### config.mk
export PLATFORM = sky130hd
export DESIGN_NAME = cpc_prep
export DESIGN_NICKNAME = d
export VERILOG_FILES = /design/src/rtl/core/cpc_pkg.sv /design/src/rtl/core/cpc_prep.sv
export SDC_FILE = /design/constraint.sdc
export NUM_CORES = 1
export LEC_CHECK = 0
export CORE_AREA = 3 3 152 154
export CTS_CLUSTER_SIZE = 8
export DETAILED_ROUTE_END_ITERATION = 8
export DIE_AREA = 0 0 155 157
export DONT_BUFFER_PORTS = 1
export PLACE_DENSITY_LB_ADDON = 0.05
export SLEW_MARGIN = 20
export SYNTH_ARGS = -nofsm -noshare
export SYNTH_HDL_FRONTEND = slang
export SYNTH_SLANG_ARGS = --single-unit
### constraint.sdc
create_clock -name clk_i -period 3.2 [get_ports clk_i]
set_input_delay 0.16 -clock clk_i [delete_from_list [all_inputs] [get_ports clk_i]]
set_output_delay 0.16 -clock clk_i [all_outputs]
set_load 0.01 [all_outputs]
### src/rtl/core/cpc_pkg.sv
// Shared types and constants for the Cartesian/polar converter.
// No dependencies; every other file in the block imports this package.
package cpc_pkg;

  // Fixed widths of the item fields
  localparam int unsigned IN_W = 16;
  localparam int unsigned RA_W = 17;
  localparam int unsigned RB_W = 16;

  // Angle accumulator: 30 fractional bits plus room for +-(pi + sum of atan)
  localparam int unsigned ZW        = 35;
  localparam int unsigned TABLE_LEN = 24;

  localparam logic signed [ZW-1:0] PI_Q30      = 35'sd3373259426;
  localparam logic signed [ZW-1:0] HALF_PI_Q30 = 35'sd1686629713;

  // Reciprocal of the CORDIC gain, Q30, and its two 15-bit halves
  localparam logic signed [30:0] INV_GAIN_Q30 = 31'sd652032874;
  localparam logic signed [15:0] INV_GAIN_LO  = {1'b0, INV_GAIN_Q30[14:0]};
  localparam logic signed [15:0] INV_GAIN_HI  = {1'b0, INV_GAIN_Q30[29:15]};

  // Angle limits in 13 fractional bits
  localparam logic signed [IN_W-1:0] THETA_LIMIT = 16'sd25735;
  localparam logic signed [17:0]     ANGLE_MAX   = 18'sd25736;

  // Saturation bounds of the results
  localparam int RA_MAX = 65535;
  localparam int RA_MIN = -65536;
  localparam int RB_MAX = 32767;
  localparam int RB_MIN = -32768;

  // floor(atan(2^-i) * 2^30)
  localparam logic [29:0] ATAN_Q30 [TABLE_LEN] = '{
    30'd843314856, 30'd497837829, 30'd263043836, 30'd133525158,
    30'd67021686,  30'd33543515,  30'd16775850,  30'd8388437,
    30'd4194282,   30'd2097149,   30'd1048575,   30'd524287,
    30'd262143,    30'd131071,    30'd65535,     30'd32767,
    30'd16383,     30'd8191,      30'd4095,      30'd2047,
    30'd1023,      30'd511,       30'd255,       30'd127
  };

  // Per-item control carried down the pipeline
  typedef struct packed {
    logic mode;   // 0: vectoring (Cartesian to polar), 1: rotation
    logic bad;    // invalid polar request
    logic zero;   // zero vector in vectoring mode
  } cpc_ctrl_t;

endpackage

### src/rtl/core/cpc_prep.sv
// Two-stage front end: input scaling, gain pre-multiply, request checks,
// quadrant folding. Produces the start vector and angle for the cell row.
// Depends on cpc_pkg.
module cpc_prep import cpc_pkg::*; #(
  parameter int unsigned DW = 16,
  parameter int unsigned XW = 19
) (
  input  logic                   clk_i,
  input  logic                   rst_ni,
  input  logic                   valid_i,
  output logic                   ready_o,
  input  logic                   req_type_i,
  input  logic signed [IN_W-1:0] operand_a_i,
  input  logic signed [IN_W-1:0] operand_b_i,
  output logic                   valid_o,
  input  logic                   ready_i,
  output cpc_ctrl_t              ctrl_o,
  output logic signed [XW-1:0]   x_o,
  output logic signed [XW-1:0]   y_o,
  output logic signed [ZW-1:0]   z_o
);

  localparam int unsigned SL = (DW >= IN_W) ? DW - IN_W : 0;
  localparam int unsigned SR = (DW < IN_W) ? IN_W - DW : 0;
  localparam int unsigned PW = DW + 31;
  localparam logic signed [PW-1:0] RND_P = PW'(1) <<< 29;

  // Stage A registers
  logic                 a_valid_q;
  cpc_ctrl_t            a_ctrl_q;
  logic                 a_neg_q, b_neg_q;
  logic signed [DW-1:0] as_q, bs_q;
  logic signed [ZW-1:0] bz_q;
  logic signed [PW-1:0] prod_q;

  // Stage A next values
  logic                 a_ready;
  cpc_ctrl_t            a_ctrl_d;
  logic signed [31:0]   a_w, b_w;
  logic signed [DW-1:0] as_d, bs_d;
  logic signed [ZW-1:0] bz_d;
  logic signed [PW-1:0] prod_d;

  // Stage B registers and next values
  logic                 b_valid_q;
  logic                 b_ready;
  cpc_ctrl_t            b_ctrl_q;
  logic signed [XW-1:0] x_q, y_q, x_d, y_d;
  logic signed [ZW-1:0] z_q, z_d;
  logic signed [PW-1:0] rnd_p;
  logic signed [XW-1:0] x0, xa, ya;

  assign b_ready = !b_valid_q || ready_i;
  assign a_ready = !a_valid_q || b_ready;
  assign ready_o = a_ready;

  // Scale inputs, check the request, start the gain multiply
  always_comb begin
    a_w    = (32'(operand_a_i) <<< SL) >>> SR;
    b_w    = (32'(operand_b_i) <<< SL) >>> SR;
    as_d   = a_w[DW-1:0];
    bs_d   = b_w[DW-1:0];
    bz_d   = ZW'(operand_b_i) <<< 17;
    prod_d = as_d * INV_GAIN_Q30;
    a_ctrl_d.mode = req_type_i;
    a_ctrl_d.bad  = req_type_i && (operand_a_i[IN_W-1] || (operand_b_i > THETA_LIMIT) ||
                                   (operand_b_i < -THETA_LIMIT));
    a_ctrl_d.zero = !req_type_i && (operand_a_i == '0) && (operand_b_i == '0);
  end

  always_ff @(posedge clk_i or negedge rst_ni) begin
    if (!rst_ni) begin
      a_valid_q <= 1'b0;
    end else if (a_ready) begin
      a_valid_q <= valid_i;
    end
  end

  always_ff @(posedge clk_i) begin
    if (a_ready && valid_i) begin
      a_ctrl_q <= a_ctrl_d;
      a_neg_q  <= operand_a_i[IN_W-1];
      b_neg_q  <= operand_b_i[IN_W-1];
      as_q     <= as_d;
      bs_q     <= bs_d;
      bz_q     <= bz_d;
      prod_q   <= prod_d;
    end
  end

  // Fold the start vector: half turn for vectoring, quarter turn for rotation
  always_comb begin
    rnd_p = (prod_q + RND_P) >>> 30;
    x0    = rnd_p[XW-1:0];
    xa    = XW'(as_q);
    ya    = XW'(bs_q);
    x_d   = xa;
    y_d   = ya;
    z_d   = '0;
    if (a_ctrl_q.mode) begin
      priority if (bz_q > HALF_PI_Q30) begin
        x_d = '0;
        y_d = x0;
        z_d = bz_q - HALF_PI_Q30;
      end else if (bz_q < -HALF_PI_Q30) begin
        x_d = '0;
        y_d = -x0;
        z_d = bz_q + HALF_PI_Q30;
      end else begin
        x_d = x0;
        y_d = '0;
        z_d = bz_q;
      end
    end else if (a_neg_q) begin
      x_d = -xa;
      y_d = -ya;
      z_d = b_neg_q ? -PI_Q30 : PI_Q30;
    end
  end

  always_ff @(posedge clk_i or negedge rst_ni) begin
    if (!rst_ni) begin
      b_valid_q <= 1'b0;
    end else if (b_ready) begin
      b_valid_q <= a_valid_q;
    end
  end

  always_ff @(posedge clk_i) begin
    if (b_ready && a_valid_q) begin
      b_ctrl_q <= a_ctrl_q;
      x_q      <= x_d;
      y_q      <= y_d;
      z_q      <= z_d;
    end
  end

  assign valid_o = b_valid_q;
  assign ctrl_o  = b_ctrl_q;
  assign x_o     = x_q;
  assign y_o     = y_q;
  assign z_o     = z_q;

endmodule

# Yosys cells after proc, flatten, opt, wreduce, memory -nomap -nowiden
# Index checks and enable logic that the tools add are counted.
# op_classes
mul	1
mux	13
n_lt_le_gt_ge	4
reduce_logical	14
add_sub_neg	6
# op_table
operator	count
$mux 35	5
$mux 19	8
$add 47x31->47 const B	1
$mul 16x30->46 const B	1
$neg 16->19	2
$add 33x32->34 const B	1
$sub 33x32->34 const B	1
$gt 33x32->1 const B	1
$lt 33x32->1 const B	1
$logic_not 16->1	2
$neg 17->19	1
$gt 16x16->1 const B	1
$lt 16x16->1 const B	1
$logic_and 1x1->1	5
$logic_or 1x1->1	4
$logic_not 1->1	3
# word_totals
ff_bits	177
word_cells	55
output_inout_bits	78

# Depth between registers and ports, before layout
# Gate-level depths: netlist (run 1).
# logic_depth
depth_word	5
mapped_depth	21
depth_no_buf	21

# Worst setup path after synthesis (run 1)
# OpenSTA, ideal clock, no wires.
# synth_path
kind	in2reg
from	in operand_a_i[13]
to	reg prod_q[43], data pin
arrival_time_ps	5514
path_slack_ps	-2579
stages	19
cell_sequence	fa_1 fa_1 fa_1 inv_1 fa_1 inv_1 fa_1 inv_1 fa_1 inv_1 ha_1 a211oi_2 nand2_1 o31a_1 a32o_1 or4_4 a31o_1 a211oi_2 xor2_1
# synth_between
elab_chain_len	1
# synth_rtl
item	line_no	text
start: declaration	cpc_prep.sv:13	input logic signed [IN_W-1:0] operand_a_i,
$mul 16x30->46	cpc_prep.sv:64	prod_d = as_d * INV_GAIN_Q30;
named net prod_d[43]	cpc_prep.sv:42	logic signed [PW-1:0] prod_d;
end signal: assignment	cpc_prep.sv:87	prod_q <= prod_d;
end: declaration	cpc_prep.sv:34	logic signed [PW-1:0] prod_q;
# The timed path passes the listed nets, and every way through them passes these cells.
# A chain may end at the register's enable or synchronous reset.

# Worst setup path after layout (run 1)
# layout_path
from	in operand_a_i[9]
to	reg prod_q[41], data pin
# The elaborated chain is that of the path after synthesis.

==> results.md, run 1 <==
- NumNets Final: 1952
- Routed Antenna Nets: 0
- Synthesized area: 14120 um^2
- Ys async rst share: 1.681%
- Maximum number of pins on one net before global-route repair: 65
- Via Count: 10940
- Post-synthesis sequential area ratio: 25.23%
- Cell mode on critical path: fa_1
- RSZ-0062 raised after global routing: true
- Post-DP HPWL: 32100 um
- Critical Path Slowest Stage Cell: fa_2
- Clock latency on the worst-skew pair: 0.43 ns
- Most area-consuming cells after synthesis: edfxtp_1 (25%), fa_1 (25%), ha_1 (16%), inv_1 (7.8%), xor2_1 (2.7%)
- Final Skew: 0.01106 ns
- Ports: 115
- Number of global-route vias before repair: 11620
- Die width: 155 um
- Port Buf Inserts: 0
- Final worst setup slack: -2.104 ns
- Startpoint types: input port
- Prevailing post-synth register cell: edfxtp_1
- Clk buf depth: 2
- Crit share post-route: 165.8%
- CP max FO: 7
- Die height: 157 um
- Yosys top cell area share: 24.88%
- Iteration count of the initial detailed-routing pass: 5
- Final WL: 40550 um
- Core Area: 21820 um^2
- Fin. Hold Viols: 0
- Initial drt markers: 695
- Area after DPL: 15960 um^2
- Maxcap violations: 0
- Worst Path Class, Setup: input port to flip-flop
- Min-Delay Path Class: input port to flip-flop
- Initial Util: 64.71%
- WL per Instance: 21.85 um
- Most numerous cell in the Yosys netlist: inv_1
- Crit end category: flip-flop
- Cells after Synth: 1353
- # DRC: 0
- EDFF count, synth: 117
- Yosys warning count: 0
- First-pass GRT wire length: 63540 um
- Max Slew Vio Count: 0
- Critical-path cell list: inv_1 > ha_4 > fa_1 > inv_1 > fa_1 > inv_1 > fa_2 > fa_1 > fa_1 > ha_4 > a21oi_1 > a211oi_1 > buf_4 > o31a_2 > a221o_1 > a21o_1 > buf_6 > a21oi_2 > xnor2_1
- Synth cell types: 86
- Critical Path RT: 3.37 ns
- #FFs+latches synth: 119
- Initial antenna violation count: 0
- Clock root buffer: clkbuf_16
- GPL Wtd Cong: 0.9622
- Total track usage: 34.30%
- Synth Area per Inst: 10.44 um^2
- Detail-routed via count per cell: 5.895
- Cell Rows: 54
- Layout Cells excl Fill: 1856
- Layout cells sized above 1: 24.94%
- Final Setup Violations: 18
- Status: complete, but fails checks
- Fmax achieved: 188.5 MHz
- Final Cell Area: 17530 um^2
- GR Overflow Total: 0
- Ant diodes: 0
- TritonCTS sink count: 119
- Synth area leader: edfxtp_1
- Post-layout min period: 5.304 ns
- Worst Tran Pin Value: 0.7836 ns
- Slew HR: 47.76%
- Post-Place Cells: 1771
- Syn Nets: 1741
- Failing checks: setup timing
- Clock transition at path regs: 0.06 ns
- Die area: 24340 um^2
- WP data arrival: 5.47 ns
- Num CTS Buffers: 17
- Synth top cells by count: inv_1 (294), ha_1 (176), fa_1 (175)
- CTS tree: done
- CP max stage delay: 0.61 ns
- Area delta synth->final: 24.17%
- H-tree depth: 4
-- per-stage QoR --
stage	hold WS (ns)	TNS [ns]	worst slack [ns]	utilization (%)
2_1_floorplan	-0.1356	-33.89	-2.289	-
3_3_place_gp	-0.1355	-42.35	-2.606	73.13
3_5_place_dp	-0.1355	-43.15	-2.689	73.13
4_1_cts	0.01916	-33.12	-2.012	79.32
5_1_grt	0.06124	-36.55	-2.242	80.35
6_report	0.05132	-34.09	-2.104	80.35
-- critical path, delay by kind of cell --
kind            cells  cell delay, ns
compound gates      6            1.41
buf+inv             5            0.55
xor+xnor            1            0.10
fa+ha+maj           7            3.23
-- worst paths after layout --
path / startpoint / to / slack, ns / cells past startpoint
min reg2reg: a_ctrl_q[1]$_DFFE_PP_ / ctrl_o[1]$_DFFE_PP_ / 0.43 / 0
min in group asynchronous: rst_ni / valid_o$_DFFE_PN0P_ / 0.50 / 2
min: ready_i / a_valid_q$_DFFE_PN0N_ / 0.05 / 2
max in group asynchronous: rst_ni / a_valid_q$_DFFE_PN0N_ / 2.58 / 2
max reg2reg: prod_q[30]$_DFFE_PP_ / y_o[12]$_DFFE_PP_ / 0.10 / 9
max: operand_a_i[9] / prod_q[41]$_DFFE_PP_ / -2.10 / 19
-- metal layers --
metal  wire length (um)  vias up  share of wire, %  GRT usage (%)
met5                  0        -                 0              0
met4               1955        0               4.8          14.26
li1                   -     4960                 -              -
met1              15100     5419                37          41.41
met3               2153      110               5.3          4.372
met2              21330      453                53          62.29
-- flip-flops by register name, summed over array words and instances, names as in the netlist, 3 cells and up --
register and flops:
a_ctrl_q 3, x_o 19, ctrl_o 3, bs_q 15, as_q 15, y_o 19, prod_q 18, z_o 23
-- area by class of cell --
| class | count | area [um^2] |
|---|---|---|
| fill | 1328 | 4289 |
| clock inverter | 14 | 152.6 |
| timing repair buffer | 239 | 1968 |
| sequential | 119 | 3563 |
| inverter | 294 | 1125 |
| multi-input combinational | 893 | 9950 |
| clock buffer | 17 | 425.4 |
| tap | 280 | 350.3 |
-- logic make-up (layout without fill, tap and decap cells) --
logic type | count (synthesis) | in the layout | synth area share, %
AO/OA/AOI/OAI | 227 | 227 | 10.89
XOR/XNOR | 82 | 82 | 5.086
adder cells (fa/ha/maj) | 351 | 351 | 40.40
buffers and inverters | 341 | 564 | 9.534
flip-flops | 119 | 119 | 25.23
multiplexers | 9 | 9 | 0.6468
AND/OR/NAND/NOR | 224 | 224 | 8.205
-- timing repair --
action                                  CTS  global route
pin swaps                                70            28
hold buffers                             37             0
endpoints found under the setup margin   18            40
buffers inserted                         12             7
resized for setup                        88            37
hold endpoints to repair                 38             0
-- placed cells by master, fill, tap and decap left out, types with 5 or more instances in the layout --
master and instances:
a211oi_1 5, o22ai_1 29, inv_1 255, nand4_1 10, edfxtp_1 117, nor2_1 43
a21oi_1 35, o21ai_0 37, dlygate4sd3_1 37, nor2b_1 5, and3_1 5, nand3_1 25
inv_2 34, clkbuf_16 17, nor3_1 10, a211oi_2 5, o21ai_1 6, xor2_1 40
and4_1 6, buf_6 15, o21a_1 6, nand2_1 63, mux2i_1 8, a21oi_2 14
fa_2 18, ha_1 148, buf_4 185, ha_4 25, fa_1 157, nor4_1 6
a21o_1 20, xnor2_1 35, a31oi_1 6, o31ai_1 9
Power of run 1 is left out: the tool's default activity adds up to more than one toggle a clock period on the data nets, which glitch-free logic cannot reach.
==> run 2, diff against run 1 <==
- CORE_AREA: 3 3 152 154 -> 2 2 151 153
- DIE_AREA: 0 0 155 157 -> 0 0 153 155
==> run 2 against run 1 <==
  * The run still ends with setup timing left
  * Cell area down 0.31%
  * Via count up 0.14%
  * Global-route usage up 0.82 points
  * Sequential share of layout area up 0.063 points
  * Fmax down 0.85%
  * Clock-buffer cell count up 1
  * Non-clock buffer count down 5
  * Cell count unchanged
  * Setup slack worse by 0.045 ns
  * Highest routed layer unchanged
==> results.md, run 2 (synthesis gave the netlist of run 1 again) <==
- Max Slew Vio Count: 0 (unchanged)
- Final Skew: 0.01139 ns (was 0.01106 ns)
- Ports: 115 (unchanged)
- Fin. Hold Viols: 0 (unchanged)
- GR Overflow Total: 0 (unchanged)
- Highest-count cells in the layout ignoring fill and taps: inv_1 (261), buf_4 (188), fa_1 (155), ha_1 (146), edfxtp_1 (117) (was inv_1 (255), buf_4 (185), fa_1 (157), ha_1 (148), edfxtp_1 (117))
- RSZ-0062 raised after global routing: true (unchanged)
- Final WL: 40280 um (was 40550 um)
- NumNets Final: 1947 (was 1952)
- Final Setup Violations: 18 (unchanged)
- CTS tree: done (unchanged)
- WP data arrival: 5.51 ns (was 5.47 ns)
- Startpoint types: input port (unchanged)
- Crit share post-route: 167.2% (was 165.8%)
- Critical Path RT: 3.37 ns (about the same)
- Fmax achieved: 186.9 MHz (was 188.5 MHz)
- Layout cells sized above 1: 24.63% (was 24.94%)
- Max FFs per register: 23 (unchanged)
- Iteration count of the initial detailed-routing pass: 5 (unchanged)
- Final worst setup slack: -2.149 ns (was -2.104 ns)
- Port Buf Inserts: 0 (unchanged)
- M1 WL: 15060 um (was 15100 um)
- Die width: 153 um (was 155 um)
- Post-DP HPWL: 32200 um (was 32100 um)
- Setup slack, reg-to-reg: 0.12 ns (was 0.10 ns)
- Die area: 23720 um^2 (was 24340 um^2)
- Layout Cells excl Fill: 1856 (unchanged)
- Commonest non-fill, non-tap cell in the layout: inv_1 (unchanged)
- Clock latency on the worst-skew pair: 0.43 ns (about the same)
- Clock transition at path regs: 0.06 ns (about the same)
- Max layer used: met4 (unchanged)
- GPL Wtd Cong: 0.9990 (was 0.9622)
- Via Count: 10960 (was 10940)
- Pre-CTS setup slack: -2.694 ns (was -2.689 ns)
- Post-Place Cells: 1775 (was 1771)
- Status: complete, but fails checks (unchanged)
- Clock root buffer: clkbuf_16 (unchanged)
- Routed length on met2: 20910 um (was 21330 um)
- Initial Util: 63.53% (was 64.71%)
- Area delta synth->final: 23.79% (was 24.17%)
- CP endpoint: prod_q[43]$_DFFE_PP_ (was prod_q[41]$_DFFE_PP_)
- Die height: 155 um (was 157 um)
- Post-layout min period: 5.349 ns (was 5.304 ns)
- Maxcap violations: 0 (unchanged)
- Failing checks: setup timing (unchanged)
- Worst r2r dst: x_o[9]$_DFFE_PP_ (was y_o[12]$_DFFE_PP_)
- Clk buf depth: 2 (unchanged)
- CP max FO: 7 (unchanged)
- Worst Path Class, Setup: input port to flip-flop (unchanged)
- Number of global-route vias before repair: 11650 (was 11620)
- Routed Antenna Nets: 0 (unchanged)
- Cell Rows: 55 (was 54)
- H-tree depth: 4 (unchanged)
- Final core utilization: 78.64% (was 80.35%)
- Detail-routed via count per cell: 5.904 (was 5.895)
- Total track usage: 35.13% (was 34.30%)
- First-pass GRT wire length: 63030 um (was 63540 um)
- Crit end category: flip-flop (unchanged)
- Ant diodes: 0 (unchanged)
- # DRC: 0 (unchanged)
- Min-Delay Path Class: input port to flip-flop (unchanged)
- Worst reg-to-reg path cell count: 12 (was 9)
- Maximum number of pins on one net before global-route repair: 65 (unchanged)
- Num CTS Buffers: 17 (unchanged)
- Initial antenna violation count: 0 (unchanged)
- Worst r2r src: bs_q[1]$_DFFE_PP_ (was prod_q[30]$_DFFE_PP_)
- WL per Instance: 21.70 um (was 21.85 um)
- Slew HR: 47.42% (was 47.76%)
- DR WL met3: 2210 um (was 2153 um)
- Core Area: 22230 um^2 (was 21820 um^2)
- Worst Tran Pin Value: 0.7888 ns (was 0.7836 ns)
- CP startpoint: operand_a_i[6] (was operand_a_i[9])
- Initial drt markers: 768 (was 695)
- TritonCTS sink count: 119 (unchanged)
[run 2: layout make-up]
class,count,area [um^2]
clock buffers,18,429.2
fillers,1399,4747
multi-input cells,893,9992
inverters,294,1107
clock inverters,13,131.4
repair buffers,234,1901
well taps,285,356.6
flip-flops and latches,119,3563
[run 2: metrics by stage]
stage	TNS (ns)	hold slack [ns]	instance area, um^2
2_1_floorplan	-33.89	-0.1356	14440
3_3_place_gp	-42.22	-0.1355	15960
3_5_place_dp	-43.11	-0.1355	15960
4_1_cts	-33.60	0.01443	17290
5_1_grt	-35.96	0.03917	17480
6_report	-33.44	0.02668	17480
[run 2: what timing repair did]
action / in CTS / in global routing
endpoints found under the hold margin: 38 / 0
buffers inserted: 9 / 5
gates resized for setup: 76 / 34
hold buffers: 37 / 0
pin swaps: 78 / 37
endpoints found under the setup margin: 18 / 30
[run 2: worst max-delay path, stage by stage]
cell and delay [ns]:
ha_4 0.25, fa_1 0.51, inv_1 0.06, fa_1 0.49, inv_2 0.06, fa_1 0.55
inv_2 0.06, fa_1 0.49, fa_1 0.55, inv_2 0.05, ha_4 0.22, a211oi_4 0.25
nand2_1 0.08, o31a_1 0.32, a32o_2 0.27, buf_6 0.11, or4_4 0.49, a31o_1 0.22
a211oi_2 0.22, xor2_1 0.10
[run 2: worst min path at each step]
stage / cells after the start / slack [ns] / start / endpoint
after floorplan: 0 / -0.14 / rst_ni / a_valid_q$_DFFE_PN0N_
after global placement: 0 / -0.14 / rst_ni / valid_o$_DFFE_PN0P_
after detailed placement: 0 / -0.14 / rst_ni / valid_o$_DFFE_PN0P_
after CTS: 3 / 0.01 / operand_b_i[10] / a_ctrl_q[0]$_DFFE_PP_
after global routing: 3 / 0.04 / operand_b_i[10] / a_ctrl_q[0]$_DFFE_PP_
final: 3 / 0.03 / operand_b_i[10] / a_ctrl_q[0]$_DFFE_PP_
[run 2: metal layers]
layer	track usage, %	up-vias
li1	-	4943
met1	42.83	5387
met2	62.87	494
met3	4.290	133
met4	16.09	0
met5	0	-
Power of run 2 is left out for the same reason.
==> run 3, diff against run 2 <==
- CORE_AREA: 2 2 151 153 -> 2 2 220 222
- DIE_AREA: 0 0 153 155 -> 0 0 222 224
==> run 3 against run 2 <==
  * The run still ends with setup timing left
  * Global-route usage fell by 16 points
  * Setup slack improved by 0.068 ns
  * Fmax rose by 1.3%
  * Cell area rose by 2.8%
  * Cell count rose by 18%
  * Clock-buffer cell count rose by 2
  * Die area rose by 110%
  * Utilization fell by 41 points
  * Hold slack got worse by 0.0057 ns
  * Clock skew rose by 0.0015 ns
  * Non-clock buffer count rose by 9
  * Critical endpoint unchanged
  * Largest cell class unchanged
==> results.md, run 3 (synthesis gave the netlist of run 1 again) <==
- Status: complete, but fails checks (unchanged)
- Failing checks: setup timing (unchanged)
- Ports: 115 (unchanged)
- Clk buf depth: 2 (unchanged)
- Die height: 224 um (was 155 um)
- Worst Tran Pin Value: 0.8175 ns (was 0.7888 ns)
- GR Overflow Total: 0 (unchanged)
- Maxcap violations: 0 (unchanged)
- Iteration count of the initial detailed-routing pass: 4 (was 5)
- CP max FO: 9 (was 7)
- Fin. Hold Viols: 0 (unchanged)
- Final worst setup slack: -2.082 ns (was -2.149 ns)
- Initial drt markers: 405 (was 768)
- CTS tree: done (unchanged)
- Port Buf Inserts: 0 (unchanged)
- Commonest non-fill, non-tap cell in the layout: inv_1 (unchanged)
- Detail-routed via count per cell: 4.682 (was 5.904)
- Ant diodes: 0 (unchanged)
- Hold path cells: 3 (unchanged)
- Multi-input gate area: 9879 um^2 (was 9992 um^2)
- Clock latency on the worst-skew pair: 0.44 ns (was 0.43 ns)
- Startpoint types: input port (unchanged)
- Num CTS Buffers: 17 (unchanged)
- Highest-count cells in the layout ignoring fill and taps: inv_1 (267), buf_4 (192), fa_1 (157), ha_1 (148), edfxtp_1 (117) (was inv_1 (261), buf_4 (188), fa_1 (155), ha_1 (146), edfxtp_1 (117))
- Max Slew Vio Count: 0 (unchanged)
- Number of global-route vias before repair: 11340 (was 11650)
- NumNets Final: 1956 (was 1947)
- Storage element area: 3563 um^2 (unchanged)
- Crit share post-route: 165.0% (was 167.2%)
- Max FFs per register: 23 (unchanged)
- Clock root buffer: clkbuf_16 (unchanged)
- Final hold slack: 0.02097 ns (was 0.02668 ns)
- Layout cells sized above 1: 23.85% (was 24.63%)
- Area delta synth->final: 27.22% (was 23.79%)
- Maximum number of pins on one net before global-route repair: 65 (unchanged)
- Worst Path Class, Setup: input port to flip-flop (unchanged)
- Final Skew: 0.01289 ns (was 0.01139 ns)
- Die area: 49730 um^2 (was 23720 um^2)
- WL per Instance: 21.27 um (was 21.70 um)
- WP data arrival: 5.47 ns (was 5.51 ns)
- Post-layout min period: 5.282 ns (was 5.349 ns)
- Crit end category: flip-flop (unchanged)
- Via Count: 10280 (was 10960)
- TritonCTS sink count: 119 (unchanged)
- Routed Antenna Nets: 0 (unchanged)
- Fmax achieved: 189.3 MHz (was 186.9 MHz)
- # DRC: 0 (unchanged)
- Final Setup Violations: 18 (unchanged)
- Initial Util: 29.83% (was 63.53%)
- Final WL: 46720 um (was 40280 um)
- Filler Cells Inserted: 4786 (was 1399)
- Worst reg-to-reg path cell count: 11 (was 12)
- RSZ-0062 raised after global routing: true (unchanged)
- Total track usage: 19.32% (was 35.13%)
- Clock transition at path regs: 0.06 ns (about the same)
- Cell Rows: 80 (was 55)
- H-tree depth: 4 (unchanged)
- Min-Delay Path Class: input port to flip-flop (unchanged)
- Slew HR: 45.50% (was 47.42%)
- First-pass GRT wire length: 71130 um (was 63030 um)
- GPL Wtd Cong: 0.8964 (was 0.9990)
- Post-DP HPWL: 39160 um (was 32200 um)
- Core Area: 47350 um^2 (was 22230 um^2)
- Die width: 222 um (was 153 um)
- Initial antenna violation count: 1 (was 0)
- Critical Path RT: 3.39 ns (was 3.37 ns)
run 3: layout make-up:
type,count,share of cell area [%]
Multi-Input combinational cell,893,54.99
Sequential cell,119,19.84
Timing Repair Buffer,243,11.16
Inverter,294,6.178
Tap cell,615,4.283
Clock buffer,20,2.431
Clock inverter,12,1.121
run 3: stage by stage:
stage / utilization, % / instance area, um^2 / TNS (ns) / cells / setup slack (ns)
finish: 37.94 / 17960 / -32.89 / 2196 / -2.082
CTS: 37.51 / 17760 / -33.01 / 2188 / -2.071
global placement: 34.76 / 16460 / -43.11 / 2113 / -2.721
global route: 37.94 / 17960 / -35.18 / 2196 / -2.255
floorplan: - / 14440 / -33.89 / 1353 / -2.289
detailed placement: 34.76 / 16460 / -43.10 / 2113 / -2.734
run 3: timing repair:
item                                    CTS  global route
gates resized for setup                  63            28
hold endpoints to repair                 38             0
hold buffers                             37             0
endpoints found under the setup margin   18            19
buffers inserted                          6             9
pin swaps                                62            34
run 3: path summary, 6_finish.rpt:
path	slack (ns)	end	from
max	-2.08	prod_q[43]$_DFFE_PP_	operand_a_i[5]
min	0.02	a_ctrl_q[0]$_DFFE_PP_	operand_b_i[10]
max reg2reg	0.27	x_o[4]$_DFFE_PP_	bs_q[0]$_DFFE_PP_
min reg2reg	0.42	ctrl_o[1]$_DFFE_PP_	a_ctrl_q[1]$_DFFE_PP_
max in group asynchronous	2.58	a_valid_q$_DFFE_PN0N_	rst_ni
min in group asynchronous	0.49	a_valid_q$_DFFE_PN0N_	rst_ni
run 3: metal layers:
metal,GRT usage (%),vias to the layer above,part of all wire (%)
met5,0,-,0.034
met4,4.337,2,1.5
met3,2.361,34,2.1
met2,35.33,144,52
met1,24.30,5145,44
li1,-,4956,-
run 3: worst max-delay path: stages:
cell and delay [ns]:
clkinvlp_4 0.10, ha_4 0.32, inv_4 0.06, buf_6 0.11, fa_2 0.56, fa_1 0.47
fa_1 0.53, inv_1 0.05, fa_1 0.45, fa_1 0.51, inv_2 0.05, ha_4 0.22
a21o_1 0.22, a211oi_4 0.20, o2111ai_4 0.16, o211a_1 0.28, or4_4 0.50, a31o_1 0.23
a211oi_2 0.21, xor2_1 0.09
Power of run 3 is left out for the same reason.
